<file path="config.mk">
export PLATFORM = sky130hd
export DESIGN_NAME = gps_flat_earth_localiser_top_flat
export DESIGN_NICKNAME = d
export VERILOG_FILES = /design/src/hdl/gfel_pkg.sv /design/src/hdl/gfel_if.sv /design/src/hdl/gfel_mul.sv /design/src/hdl/gps_flat_earth_localiser_top.sv /design/src/flat_wrapper.sv
export SDC_FILE = /design/constraint.sdc
export NUM_CORES = 2
export LEC_CHECK = 0
export ABC_CLOCK_PERIOD_IN_PS = 37000
export BUFFER_PORTS_ARGS = -buffer_cell sky130_fd_sc_hd__buf_2
export CAP_MARGIN = 20
export CORE_MARGIN = 4
export CORE_UTILIZATION = 54
export CTS_BUF_LIST = sky130_fd_sc_hd__clkbuf_4 sky130_fd_sc_hd__clkbuf_8
export DETAILED_ROUTE_END_ITERATION = 6
export PLACE_DENSITY = 0.7
export SYNTH_ARGS = -nofsm -noshare
export SYNTH_HDL_FRONTEND = slang
export SYNTH_SLANG_ARGS = --single-unit
export TNS_END_PERCENT = 20
</file>
<file path="constraint.sdc">
create_clock -name clock -period 37 [get_ports clock]
set_input_delay 3.7 -clock clock [delete_from_list [all_inputs] [get_ports clock]]
set_output_delay 3.7 -clock clock [all_outputs]
set_load 0.02 [all_outputs]
</file>
<file path="src/hdl/gfel_pkg.sv">
package gfel_pkg;

   // Register indexes of the configuration port
   localparam logic CSR_EARTH_RADIUS   = 1'b0;
   localparam logic CSR_MOVE_THRESHOLD = 1'b1;

   localparam logic [22:0] EARTH_RADIUS_RESET   = 23'd6371000;
   localparam logic [15:0] MOVE_THRESHOLD_RESET = 16'd500;

   // Scaling constants, derived from pi in Q60
   localparam logic [40:0] K_NS          = 41'd2012227627243;
   localparam logic [32:0] K_DEG2RAD     = 33'd8048910508;
   localparam logic [31:0] BAM_K         = 32'd2734261102;
   localparam logic [30:0] HALF_PI_Q30   = 31'd1686629713;
   localparam logic [29:0] CORDIC_INV_GAIN = 30'd652032874;
   localparam logic [30:0] NINETY_DEG_E7 = 31'd900000000;
   localparam logic [30:0] HALF_TURN_E7  = 31'd1800000000;

   // Command to the serial multiplier
   typedef struct packed {
      logic       start;
      logic [6:0] cycles;
      logic       round_en;
      logic [6:0] round_bit;
   } mul_cmd_type;

   // Arctangent table in Q30: exact values for the first ten steps, then 2^(30-i)
   function automatic logic [29:0] atan_q30(input logic [4:0] i);
      logic [29:0] r;
      case (i)
         5'd0:    r = 30'h3243F6A8;
         5'd1:    r = 30'h1DAC6705;
         5'd2:    r = 30'h0FADBAFC;
         5'd3:    r = 30'h07F56EA6;
         5'd4:    r = 30'h03FEAB76;
         5'd5:    r = 30'h01FFD55B;
         5'd6:    r = 30'h00FFFAAA;
         5'd7:    r = 30'h007FFF55;
         5'd8:    r = 30'h003FFFEA;
         5'd9:    r = 30'h001FFFFD;
         5'd31:   r = '0;
         default: r = 30'd1 << (5'd30 - i);
      endcase
      return r;
   endfunction

   // Apply a sign to a magnitude and clamp to 32 bits
   function automatic logic [31:0] sat32(input logic [63:0] m, input logic neg);
      logic [63:0] n;
      logic [31:0] r;
      n = ~m + 64'd1;
      if (neg) begin
         r = (m > 64'h0000_0000_8000_0000) ? 32'h8000_0000 : n[31:0];
      end else begin
         r = (m > 64'h0000_0000_7FFF_FFFF) ? 32'h7FFF_FFFF : m[31:0];
      end
      return r;
   endfunction

endpackage

</file>
<file path="src/hdl/gfel_if.sv">
interface gfel_req_if;
   logic               valid;
   logic               ready;
   logic signed [30:0] latitude_e7;
   logic signed [31:0] longitude_e7;
   logic        [17:0] ground_speed_mm_s;

   modport source (output valid, latitude_e7, longitude_e7, ground_speed_mm_s, input ready);
   modport sink   (input valid, latitude_e7, longitude_e7, ground_speed_mm_s, output ready);
endinterface

interface gfel_rsp_if;
   logic               valid;
   logic               ready;
   logic signed [31:0] east_mm;
   logic signed [31:0] north_mm;
   logic signed [15:0] heading_bam;
   logic               origin_fix;

   modport source (output valid, east_mm, north_mm, heading_bam, origin_fix, input ready);
   modport sink   (input valid, east_mm, north_mm, heading_bam, origin_fix, output ready);
endinterface

</file>
<file path="src/hdl/gfel_mul.sv">
module gfel_mul
   import gfel_pkg::*;
(
   input  logic          clock,
   input  logic          reset,
   input  mul_cmd_type   cmd,
   input  logic [63:0]   a,
   input  logic [63:0]   b,
   output logic          done,
   output logic [127:0]  product
);

   logic [127:0] a_ff, a_in;
   logic [63:0]  b_ff, b_in;
   logic [127:0] p_ff, p_in;
   logic [6:0]   cnt_ff, cnt_in;
   logic         busy_ff, busy_in;
   logic         done_ff, done_in;

   // Shift-add: one multiplier bit per cycle, starting at the rounding offset
   always_comb begin
      a_in    = a_ff;
      b_in    = b_ff;
      p_in    = p_ff;
      cnt_in  = cnt_ff;
      busy_in = busy_ff;
      done_in = 1'b0;
      if (cmd.start) begin
         a_in    = {64'd0, a};
         b_in    = b;
         p_in    = cmd.round_en ? (128'd1 << cmd.round_bit) : '0;
         cnt_in  = cmd.cycles;
         busy_in = 1'b1;
      end else if (busy_ff) begin
         if (b_ff[0]) begin
            p_in = p_ff + a_ff;
         end
         a_in   = a_ff << 1;
         b_in   = b_ff >> 1;
         cnt_in = cnt_ff - 7'd1;
         if (cnt_ff == 7'd1) begin
            busy_in = 1'b0;
            done_in = 1'b1;
         end
      end
   end

   always_ff @(posedge clock) begin
      if (reset) begin
         busy_ff <= 1'b0;
         done_ff <= 1'b0;
      end else begin
         busy_ff <= busy_in;
         done_ff <= done_in;
      end
   end

   always_ff @(posedge clock) begin
      a_ff   <= a_in;
      b_ff   <= b_in;
      p_ff   <= p_in;
      cnt_ff <= cnt_in;
   end

   assign done    = done_ff;
   assign product = p_ff;

endmodule

</file>
<file path="src/hdl/gps_flat_earth_localiser_top.sv">
// Channel   Direction  Handshake          Word
// req_      in         valid/ready        latitude_e7, longitude_e7, ground_speed_mm_s
// rsp_      out        valid/ready        east_mm, north_mm, heading_bam, origin_fix
// csr_      in         write, no ready    csr_index, csr_data
//
// One fix at a time. The origin fix goes straight to the result word. Any later fix
// runs six bit-serial multiplies on one shared shift-add unit (23+23+41+41+33+32
// bits) and N CORDIC steps for the cosine; a heading update adds N atan2 steps
// and one 32-bit multiply, with N = min(CORDIC_ITERATIONS, 32). Reset is synchronous
// and needs no clearing pass. A stalled result register holds one word and still
// lets the next fix in.
module gps_flat_earth_localiser_top
   import gfel_pkg::*;
#(
   parameter int CORDIC_ITERATIONS = 16
) (
   input  logic        clock,
   input  logic        reset,
   gfel_req_if.sink    req_channel,
   gfel_rsp_if.source  rsp_channel,
   input  logic        csr_write,
   input  logic        csr_index,
   input  logic [22:0] csr_data
);

   localparam int ITER = (CORDIC_ITERATIONS < 32) ? CORDIC_ITERATIONS : 32;
   localparam logic [4:0] LAST_STEP = 5'(ITER - 1);

   typedef enum logic [11:0] {
      S_IDLE  = 12'b0000_0000_0001,
      S_PN    = 12'b0000_0000_0010,
      S_PE    = 12'b0000_0000_0100,
      S_NORTH = 12'b0000_0000_1000,
      S_E20   = 12'b0000_0001_0000,
      S_THETA = 12'b0000_0010_0000,
      S_COS   = 12'b0000_0100_0000,
      S_EAST  = 12'b0000_1000_0000,
      S_HEAD  = 12'b0001_0000_0000,
      S_ATAN  = 12'b0010_0000_0000,
      S_BAM   = 12'b0100_0000_0000,
      S_DONE  = 12'b1000_0000_0000
   } state_type;

   state_type state_ff, state_in;
   logic      wait_ff, wait_in;

   logic [22:0] radius_ff, radius_in;
   logic [15:0] threshold_ff, threshold_in;

   logic               origin_set_ff, origin_set_in;
   logic signed [30:0] origin_lat_ff, origin_lat_in;
   logic signed [31:0] origin_lon_ff, origin_lon_in;
   logic signed [31:0] prev_east_ff, prev_east_in;
   logic signed [31:0] prev_north_ff, prev_north_in;
   logic signed [15:0] heading_ff, heading_in;

   logic [31:0] dlat_mag_ff, dlat_mag_in;
   logic        dlat_neg_ff, dlat_neg_in;
   logic [32:0] dlon_mag_ff, dlon_mag_in;
   logic        dlon_neg_ff, dlon_neg_in;
   logic [30:0] amean_ff, amean_in;
   logic        fold_ff, fold_in;
   logic [17:0] speed_ff, speed_in;
   logic        fix_ff, fix_in;

   logic [53:0] pn_ff, pn_in;
   logic [55:0] pe_ff, pe_in;
   logic [56:0] e20_ff, e20_in;
   logic signed [31:0] east_ff, east_in;
   logic signed [31:0] north_ff, north_in;

   logic signed [59:0] cx_ff, cx_in, cy_ff, cy_in;
   logic signed [33:0] cz_ff, cz_in;
   logic [4:0]         ci_ff, ci_in;

   logic               rsp_valid_ff, rsp_valid_in;
   logic signed [31:0] rsp_east_ff, rsp_east_in;
   logic signed [31:0] rsp_north_ff, rsp_north_in;
   logic signed [15:0] rsp_heading_ff, rsp_heading_in;
   logic               rsp_fix_ff, rsp_fix_in;

   mul_cmd_type  mul_cmd;
   logic [63:0]  mul_a, mul_b;
   logic         mul_done;
   logic [127:0] mul_p;

   // Accept-side arithmetic
   logic signed [31:0] dlat;
   logic signed [32:0] dlon;
   logic signed [31:0] lat_sum, lat_sum_adj;
   logic signed [30:0] mean;
   logic [30:0]        mean_mag;
   logic               mean_fold;

   // Heading-side arithmetic
   logic signed [32:0] dx, dy;
   logic               moved, update;
   logic signed [59:0] x0, y0;

   // CORDIC step
   logic signed [59:0] xs, ys;
   logic signed [33:0] at;
   logic               rot, cpos;
   logic signed [59:0] cx_step, cy_step;
   logic signed [33:0] cz_step;
   logic [31:0]        c_mag;
   logic [33:0]        z_mag;
   logic [63:0]        bam_m;
   logic [15:0]        bam_neg;

   gfel_mul u_mul (
      .clock   (clock),
      .reset   (reset),
      .cmd     (mul_cmd),
      .a       (mul_a),
      .b       (mul_b),
      .done    (mul_done),
      .product (mul_p)
   );

   // Differences to the origin and folded mean latitude
   always_comb begin
      dlat        = 32'(req_channel.latitude_e7) - 32'(origin_lat_ff);
      dlon        = 33'(req_channel.longitude_e7) - 33'(origin_lon_ff);
      lat_sum     = 32'(req_channel.latitude_e7) + 32'(origin_lat_ff);
      lat_sum_adj = lat_sum + 32'(lat_sum[31]);
      mean        = 31'(lat_sum_adj >>> 1);
      mean_mag    = mean[30] ? 31'(-mean) : 31'(mean);
      mean_fold   = mean_mag > NINETY_DEG_E7;
   end

   // Step since the last position and the atan2 start vector
   always_comb begin
      dx    = 33'(east_ff) - 33'(prev_east_ff);
      dy    = 33'(north_ff) - 33'(prev_north_ff);
      moved = (dx > 33'sd1) || (dx < -33'sd1) || (dy > 33'sd1) || (dy < -33'sd1);
      update = ({2'b00, threshold_ff} < speed_ff) && moved;
      x0 = 60'(dx) <<< 24;
      y0 = 60'(dy) <<< 24;
   end

   // One CORDIC micro-rotation
   always_comb begin
      xs   = cx_ff >>> ci_ff;
      ys   = cy_ff >>> ci_ff;
      at   = signed'({4'b0000, atan_q30(ci_ff)});
      rot  = (state_ff == S_COS);
      cpos = rot ? !cz_ff[33] : (cy_ff[59] || (cy_ff == '0));
      if (cpos) begin
         cx_step = cx_ff - ys;
         cy_step = cy_ff + xs;
         cz_step = cz_ff - at;
      end else begin
         cx_step = cx_ff + ys;
         cy_step = cy_ff - xs;
         cz_step = cz_ff + at;
      end
      c_mag   = cx_ff[59] ? 32'(-cx_ff) : 32'(cx_ff);
      z_mag   = cz_ff[33] ? 34'(-cz_ff) : 34'(cz_ff);
      bam_m   = mul_p[111:48];
      bam_neg = 16'd0 - bam_m[15:0];
   end

   // Operands for the serial multiplier
   always_comb begin
      mul_a   = '0;
      mul_b   = '0;
      mul_cmd = '0;
      unique case (state_ff)
         S_PN: begin
            mul_a = 64'(dlat_mag_ff);
            mul_b = 64'(radius_ff);
            mul_cmd.cycles = 7'd23;
         end
         S_PE: begin
            mul_a = 64'(dlon_mag_ff);
            mul_b = 64'(radius_ff);
            mul_cmd.cycles = 7'd23;
         end
         S_NORTH: begin
            mul_a = 64'(pn_ff);
            mul_b = 64'(K_NS);
            mul_cmd.cycles    = 7'd41;
            mul_cmd.round_en  = 1'b1;
            mul_cmd.round_bit = 7'd59;
         end
         S_E20: begin
            mul_a = 64'(pe_ff);
            mul_b = 64'(K_NS);
            mul_cmd.cycles    = 7'd41;
            mul_cmd.round_en  = 1'b1;
            mul_cmd.round_bit = 7'd39;
         end
         S_THETA: begin
            mul_a = 64'(amean_ff);
            mul_b = 64'(K_DEG2RAD);
            mul_cmd.cycles    = 7'd33;
            mul_cmd.round_en  = 1'b1;
            mul_cmd.round_bit = 7'd31;
         end
         S_EAST: begin
            mul_a = 64'(e20_ff);
            mul_b = 64'(c_mag);
            mul_cmd.cycles    = 7'd32;
            mul_cmd.round_en  = 1'b1;
            mul_cmd.round_bit = 7'd49;
         end
         S_BAM: begin
            mul_a = 64'(z_mag);
            mul_b = 64'(BAM_K);
            mul_cmd.cycles    = 7'd32;
            mul_cmd.round_en  = 1'b1;
            mul_cmd.round_bit = 7'd47;
         end
         default: begin
            mul_cmd.cycles = '0;
         end
      endcase
      mul_cmd.start = !wait_ff && (state_ff == S_PN || state_ff == S_PE ||
                      state_ff == S_NORTH || state_ff == S_E20 || state_ff == S_THETA ||
                      state_ff == S_EAST || state_ff == S_BAM);
   end

   // Sequencer
   always_comb begin
      state_in       = state_ff;
      wait_in        = wait_ff;
      radius_in      = radius_ff;
      threshold_in   = threshold_ff;
      origin_set_in  = origin_set_ff;
      origin_lat_in  = origin_lat_ff;
      origin_lon_in  = origin_lon_ff;
      prev_east_in   = prev_east_ff;
      prev_north_in  = prev_north_ff;
      heading_in     = heading_ff;
      dlat_mag_in    = dlat_mag_ff;
      dlat_neg_in    = dlat_neg_ff;
      dlon_mag_in    = dlon_mag_ff;
      dlon_neg_in    = dlon_neg_ff;
      amean_in       = amean_ff;
      fold_in        = fold_ff;
      speed_in       = speed_ff;
      fix_in         = fix_ff;
      pn_in          = pn_ff;
      pe_in          = pe_ff;
      e20_in         = e20_ff;
      east_in        = east_ff;
      north_in       = north_ff;
      cx_in          = cx_ff;
      cy_in          = cy_ff;
      cz_in          = cz_ff;
      ci_in          = ci_ff;
      rsp_valid_in   = rsp_valid_ff;
      rsp_east_in    = rsp_east_ff;
      rsp_north_in   = rsp_north_ff;
      rsp_heading_in = rsp_heading_ff;
      rsp_fix_in     = rsp_fix_ff;

      // Take register writes
      if (csr_write) begin
         unique case (csr_index)
            CSR_EARTH_RADIUS:   radius_in    = csr_data;
            CSR_MOVE_THRESHOLD: threshold_in = csr_data[15:0];
            default:            radius_in    = radius_ff;
         endcase
      end

      // Drop the result word once taken
      if (rsp_valid_ff && rsp_channel.ready) begin
         rsp_valid_in = 1'b0;
      end

      if (mul_cmd.start) begin
         wait_in = 1'b1;
      end

      unique case (state_ff)
         S_IDLE: begin
            if (req_channel.valid) begin
               speed_in    = req_channel.ground_speed_mm_s;
               dlat_mag_in = dlat[31] ? 32'(-dlat) : 32'(dlat);
               dlat_neg_in = dlat[31];
               dlon_mag_in = dlon[32] ? 33'(-dlon) : 33'(dlon);
               dlon_neg_in = dlon[32];
               fold_in     = mean_fold;
               amean_in    = mean_fold ? (HALF_TURN_E7 - mean_mag) : mean_mag;
               if (!origin_set_ff) begin
                  origin_set_in = 1'b1;
                  origin_lat_in = req_channel.latitude_e7;
                  origin_lon_in = req_channel.longitude_e7;
                  prev_east_in  = '0;
                  prev_north_in = '0;
                  heading_in    = '0;
                  east_in       = '0;
                  north_in      = '0;
                  fix_in        = 1'b1;
                  state_in      = S_DONE;
               end else begin
                  fix_in   = 1'b0;
                  state_in = S_PN;
               end
            end
         end
         S_PN: begin
            if (mul_done) begin
               pn_in    = mul_p[53:0];
               wait_in  = 1'b0;
               state_in = S_PE;
            end
         end
         S_PE: begin
            if (mul_done) begin
               pe_in    = mul_p[55:0];
               wait_in  = 1'b0;
               state_in = S_NORTH;
            end
         end
         S_NORTH: begin
            if (mul_done) begin
               north_in = sat32(mul_p[123:60], dlat_neg_ff);
               wait_in  = 1'b0;
               state_in = S_E20;
            end
         end
         S_E20: begin
            if (mul_done) begin
               e20_in   = mul_p[96:40];
               wait_in  = 1'b0;
               state_in = S_THETA;
            end
         end
         S_THETA: begin
            if (mul_done) begin
               cx_in    = 60'(CORDIC_INV_GAIN);
               cy_in    = '0;
               cz_in    = signed'({2'b00, mul_p[63:32]});
               ci_in    = '0;
               wait_in  = 1'b0;
               state_in = S_COS;
            end
         end
         S_COS: begin
            cx_in = cx_step;
            cy_in = cy_step;
            cz_in = cz_step;
            ci_in = ci_ff + 5'd1;
            if (ci_ff == LAST_STEP) begin
               state_in = S_EAST;
            end
         end
         S_EAST: begin
            if (mul_done) begin
               east_in  = sat32(mul_p[113:50], dlon_neg_ff ^ cx_ff[59] ^ fold_ff);
               wait_in  = 1'b0;
               state_in = S_HEAD;
            end
         end
         S_HEAD: begin
            prev_east_in  = east_ff;
            prev_north_in = north_ff;
            ci_in         = '0;
            if (update) begin
               if (x0[59]) begin
                  if (!y0[59]) begin
                     cx_in = y0;
                     cy_in = -x0;
                     cz_in = 34'(HALF_PI_Q30);
                  end else begin
                     cx_in = -y0;
                     cy_in = x0;
                     cz_in = -34'(HALF_PI_Q30);
                  end
               end else begin
                  cx_in = x0;
                  cy_in = y0;
                  cz_in = '0;
               end
               state_in = S_ATAN;
            end else begin
               state_in = S_DONE;
            end
         end
         S_ATAN: begin
            cx_in = cx_step;
            cy_in = cy_step;
            cz_in = cz_step;
            ci_in = ci_ff + 5'd1;
            if (ci_ff == LAST_STEP) begin
               state_in = S_BAM;
            end
         end
         S_BAM: begin
            if (mul_done) begin
               heading_in = cz_ff[33] ? bam_neg : bam_m[15:0];
               wait_in    = 1'b0;
               state_in   = S_DONE;
            end
         end
         S_DONE: begin
            // Load the result word when the output register is free
            if (!rsp_valid_ff || rsp_channel.ready) begin
               rsp_valid_in   = 1'b1;
               rsp_east_in    = east_ff;
               rsp_north_in   = north_ff;
               rsp_heading_in = heading_ff;
               rsp_fix_in     = fix_ff;
               state_in       = S_IDLE;
            end
         end
         default: state_in = S_IDLE;
      endcase
   end

   always_ff @(posedge clock) begin
      if (reset) begin
         state_ff      <= S_IDLE;
         wait_ff       <= 1'b0;
         radius_ff     <= EARTH_RADIUS_RESET;
         threshold_ff  <= MOVE_THRESHOLD_RESET;
         origin_set_ff <= 1'b0;
         rsp_valid_ff  <= 1'b0;
      end else begin
         state_ff      <= state_in;
         wait_ff       <= wait_in;
         radius_ff     <= radius_in;
         threshold_ff  <= threshold_in;
         origin_set_ff <= origin_set_in;
         rsp_valid_ff  <= rsp_valid_in;
      end
   end

   always_ff @(posedge clock) begin
      origin_lat_ff  <= origin_lat_in;
      origin_lon_ff  <= origin_lon_in;
      prev_east_ff   <= prev_east_in;
      prev_north_ff  <= prev_north_in;
      heading_ff     <= heading_in;
      dlat_mag_ff    <= dlat_mag_in;
      dlat_neg_ff    <= dlat_neg_in;
      dlon_mag_ff    <= dlon_mag_in;
      dlon_neg_ff    <= dlon_neg_in;
      amean_ff       <= amean_in;
      fold_ff        <= fold_in;
      speed_ff       <= speed_in;
      fix_ff         <= fix_in;
      pn_ff          <= pn_in;
      pe_ff          <= pe_in;
      e20_ff         <= e20_in;
      east_ff        <= east_in;
      north_ff       <= north_in;
      cx_ff          <= cx_in;
      cy_ff          <= cy_in;
      cz_ff          <= cz_in;
      ci_ff          <= ci_in;
      rsp_east_ff    <= rsp_east_in;
      rsp_north_ff   <= rsp_north_in;
      rsp_heading_ff <= rsp_heading_in;
      rsp_fix_ff     <= rsp_fix_in;
   end

   assign req_channel.ready       = (state_ff == S_IDLE);
   assign rsp_channel.valid       = rsp_valid_ff;
   assign rsp_channel.east_mm     = rsp_east_ff;
   assign rsp_channel.north_mm    = rsp_north_ff;
   assign rsp_channel.heading_bam = rsp_heading_ff;
   assign rsp_channel.origin_fix  = rsp_fix_ff;

endmodule
</file>
<file path="src/flat_wrapper.sv">
// flat-port wrapper written by rule: the top's interface ports become plain ports
module gps_flat_earth_localiser_top_flat import gfel_pkg::*;
#(
   parameter int CORDIC_ITERATIONS = 16
)
  (clock, reset, csr_write, csr_index, csr_data, req_channel_valid, req_channel_latitude_e7, req_channel_longitude_e7, req_channel_ground_speed_mm_s, req_channel_ready, rsp_channel_valid, rsp_channel_east_mm, rsp_channel_north_mm, rsp_channel_heading_bam, rsp_channel_origin_fix, rsp_channel_ready);
  gfel_req_if req_channel_i ();
  gfel_rsp_if rsp_channel_i ();
  input  logic clock;
  input  logic reset;
  input  logic csr_write;
  input  logic csr_index;
  input  logic [22:0] csr_data;
  input wire logic [$bits(req_channel_i.valid)-1:0] req_channel_valid;
  input wire logic [$bits(req_channel_i.latitude_e7)-1:0] req_channel_latitude_e7;
  input wire logic [$bits(req_channel_i.longitude_e7)-1:0] req_channel_longitude_e7;
  input wire logic [$bits(req_channel_i.ground_speed_mm_s)-1:0] req_channel_ground_speed_mm_s;
  output wire logic [$bits(req_channel_i.ready)-1:0] req_channel_ready;
  output wire logic [$bits(rsp_channel_i.valid)-1:0] rsp_channel_valid;
  output wire logic [$bits(rsp_channel_i.east_mm)-1:0] rsp_channel_east_mm;
  output wire logic [$bits(rsp_channel_i.north_mm)-1:0] rsp_channel_north_mm;
  output wire logic [$bits(rsp_channel_i.heading_bam)-1:0] rsp_channel_heading_bam;
  output wire logic [$bits(rsp_channel_i.origin_fix)-1:0] rsp_channel_origin_fix;
  input wire logic [$bits(rsp_channel_i.ready)-1:0] rsp_channel_ready;
  assign req_channel_i.valid = req_channel_valid;
  assign req_channel_i.latitude_e7 = req_channel_latitude_e7;
  assign req_channel_i.longitude_e7 = req_channel_longitude_e7;
  assign req_channel_i.ground_speed_mm_s = req_channel_ground_speed_mm_s;
  assign req_channel_ready = req_channel_i.ready;
  assign rsp_channel_valid = rsp_channel_i.valid;
  assign rsp_channel_east_mm = rsp_channel_i.east_mm;
  assign rsp_channel_north_mm = rsp_channel_i.north_mm;
  assign rsp_channel_heading_bam = rsp_channel_i.heading_bam;
  assign rsp_channel_origin_fix = rsp_channel_i.origin_fix;
  assign rsp_channel_i.ready = rsp_channel_ready;
  gps_flat_earth_localiser_top #(.CORDIC_ITERATIONS(CORDIC_ITERATIONS)) u_core (.clock(clock), .reset(reset), .req_channel(req_channel_i), .rsp_channel(rsp_channel_i), .csr_write(csr_write), .csr_index(csr_index), .csr_data(csr_data));
endmodule
</file>
==> metrics <==
post-CTS sizing=0; met2 usage=49.9%; Synth Cell Area=82,400 um^2; CP Max Fanout=17; Max stage delay on crit path=0.72 ns; GRT met1 Usage=42.3%; reg2reg start=u_core.east_ff[0]$_SDFFCE_PP0P_; RD Place Congestion=1.00; CTS buffer count=188; max-cap violations=0; RSZ-0062 raised after global routing=false; Worst R2R End=u_core.cx_ff[2]$_SDFFCE_PP0P_; clk_lat worst skew=0.97 ns; hold path depth=0; Buf/Inv on CP=3; CTS tree=done; number of flops mapped to enable cells by yosys=968; Tmin final=10.74 ns; worst endpoint data arrival time=11.42 ns; dpl hpwl=191 mm; # IOs=193; clk buf depth=3; hold_sp=u_core.heading_ff[4]$_SDFFCE_PP0P_; pwr dens=55.2 nW/um^2; most common cell after layout, fill and taps aside=edfxtp_1; Post-synth ARST share=0%; gr busiest metal=met2; antenna violations before repair=8; leading area contributor after synthesis=edfxtp_1; Post-route DRC=0; CP delay by family, top=compound AO/OA/AOI/OAI gates; slowest CP cell=o41a_1; Die Ht=399 um; CORE AREA=152,000 um^2; first-pass GRT wire length=392 mm; layout cells sized above 1=10.3%; Worst-path clk slew=0.06 ns; final hold slack=0.415 ns; Area contributors post-synth=edfxtp_1 (35%), ha_1 (7.2%), xnor2_1 (5.4%), a21oi_1 (4.7%), nor2_1 (4.0%); DRT Wirelength=261 mm; post-route non-filler standard cell count=11,100; Syn Area/Cell=9.23 um^2; Post-layout nets=9,542; Synth top area share=35.3%; Slew Limit Fails=0; initial core utilization=54.3%; P_leak=35.0 nW; Synth Flop Type=edfxtp_1; CP endpoint kind=flip-flop; Synth-to-Final Area Change=8.31%; Setup TNS=0 ns; die area=159,000 um^2; synth warn=0; IO Port Bufs=192; flop2flop setup slack=27.17 ns; Worst Hold Endpoint=u_core.rsp_channel.heading_bam[4]$_DFFE_PP_; Unique masters post-synth=113; synthesized flop and latch total=1,084; Avg Vias per Cell=6.39; Root Driver=clkbuf_8; postcts setup bufs=0; Worst Reg2Reg Path Length in Cells=23; Min-Delay Path Class=reg2reg; routed wire length per instance=23.4 um; gr usage total=31.7%; drt first pass iters=7; Final setup viols=0; gr ovfl total=0; Worst-Margin Slew=1.14 ns; Die Wd=399 um; CTS Sinks=1,084; slew margin rel.=23.5%; cts-stage hold buffer count=0; Final Hold Fails=0; largest net degree at the start of global routing=153; outcome=complete, no violations; met3 usage=5.99%; post-route antenna net violation count=0; vias in the first global route=66,300; 1st-iter DRT viols=8,238; H-Tree Depth=4; cell count after synthesis=8,921; Tcrit/Tclk final=29.0%; setup clock skew after layout=0.0613 ns; Req. time, crit path=37.68 ns; most frequent cells in the layout=edfxtp_1 (968), nor2_1 (886), nand2_1 (828), a21oi_1 (770), xnor2_1 (509); sequential area share after synthesis=38.1%; fillcell total=13,200; FMAX=0.0931 GHz; routed vias=71,200; row cnt=143; Placed Cells=10,800; Critical Path Start Type=input pin; Max VDD drop=0.0637 mV; Mapped Nets=9,513; Setup CP Type=in2reg
==> worst register-to-register path: stages, from the launching register on <==
cell and delay, ns:
edfxtp_1 0.47, inv_1 0.13, ha_1 0.17, inv_1 0.06
fa_1 0.40, a21o_1 0.18, a21oi_1 0.21, o21bai_1 0.12
a31o_2 0.27, a2111oi_0 0.82, nor3_1 0.22, o41a_1 0.59
a211o_1 0.32, nand3b_1 0.12, a31oi_1 0.14, a211oi_1 0.49
mux2_2 0.25, buf_4 0.46, nor4b_1 0.14, a311oi_1 0.93
nor3_1 0.29, nor2b_4 0.85, buf_4 0.89, buf_4 0.85
==> cells in the mapped netlist (all sizes together), types with 70 or more instances <==
library cell	instances
dfxtp	116
xnor2	511
o31ai	89
and3	80
or3	81
nand4	70
a22oi	77
nand3	181
a31oi	132
a21oi	772
nor2	887
nor3	180
a21o	238
edfxtp	968
ha	473
mux2i	146
xor2	282
nor4	81
mux4	132
inv	369
o21ai	518
nand2	830
nor2b	87
and2	114
clkbuf	351
buf	96
nand2b	97
o21a	97
==> power breakdown <==
part / switching, mW / leakage [nW] / internal [mW]
registers: 0.122 / 10.2 / 1.58
logic: 1.32 / 22.6 / 0.666
clock network: 0.555 / 2.21 / 0.683
total: 1.99 / 35.0 / 2.93
==> per-layer routing <==
metal	wire, um	vias to the layer above
met5	0	-
met2	117000	3405
met4	13900	0
li1	-	33100
met3	24400	589
met1	106000	34100
==> worst max-delay path by stage <==
stage                                                to                       startpoint  cells after the start  slack, ns
after floorplan           u_core.cx_ff[0]$_SDFFCE_PP0P_  u_core.east_ff[0]$_SDFFCE_PP0P_                     21      25.05
after global placement    u_core.amean_ff[17]$_DFFE_PP_       req_channel_latitude_e7[8]                     27      25.53
after detailed placement  u_core.amean_ff[17]$_DFFE_PP_       req_channel_latitude_e7[8]                     27      25.45
after CTS                 u_core.amean_ff[17]$_DFFE_PP_       req_channel_latitude_e7[8]                     27      26.45
after global routing      u_core.amean_ff[17]$_DFFE_PP_       req_channel_latitude_e7[8]                     27      25.69
final                     u_core.amean_ff[17]$_DFFE_PP_       req_channel_latitude_e7[8]                     27      26.26
==> cells by family (layout without fill, tap and decap cells) <==
| group | after synthesis | in the layout | share of synthesized area, % |
|---|---|---|---|
| muxes | 315 | 315 | 5.89 |
| and+or+nand+nor | 2929 | 2929 | 17.0 |
| AOI/OAI and AO/OA | 2494 | 2494 | 19.3 |
| other | 1 | 5 | 0.00455 |
| adders and majority gates | 482 | 482 | 7.40 |
| DFF | 1084 | 1084 | 38.1 |
| xor gates and xnor gates | 794 | 794 | 8.47 |
| buffers and inverters | 822 | 1010 | 3.86 |
==> flip-flops by register name, summed over array words and instances (netlist names), 33 cells and up <==
register and count:
u_core.cx_ff 60, u_core.cy_ff 60, u_core.cz_ff 34, u_core.dlon_mag_ff 33, u_core.e20_ff 57, u_core.pe_ff 56
u_core.pn_ff 54, u_core.u_mul.a_ff 124, u_core.u_mul.b_ff 41, u_core.u_mul.product 124
==> final cells by class <==
| type | instances | area, um^2 | share of cell area, % |
|---|---|---|---|
| sequential | 1084 | 31400 | 35.2 |
| antenna | 4 | 10.0 | 0.0112 |
| clock inverter | 83 | 927 | 1.04 |
| tap | 2030 | 2540 | 2.85 |
| multi-input combinational | 7015 | 48000 | 53.8 |
| timing repair buffer | 286 | 1700 | 1.91 |
| clock buffer | 266 | 3250 | 3.65 |
| inverter | 375 | 1410 | 1.58 |
==> metrics by stage <==
stage	util (%)	power, mW	cell area, um^2	worst slack, ns
global route	58.8	5.18	89200	25.69
CTS	58.8	4.92	89200	26.45
detailed placement	56.0	3.67	85000	25.45
floorplan	-	3.04	82400	25.05
global placement	56.0	3.64	85000	25.53
finish	58.8	4.93	89200	26.26
Note: power is estimated with default switching activity, not from simulation.
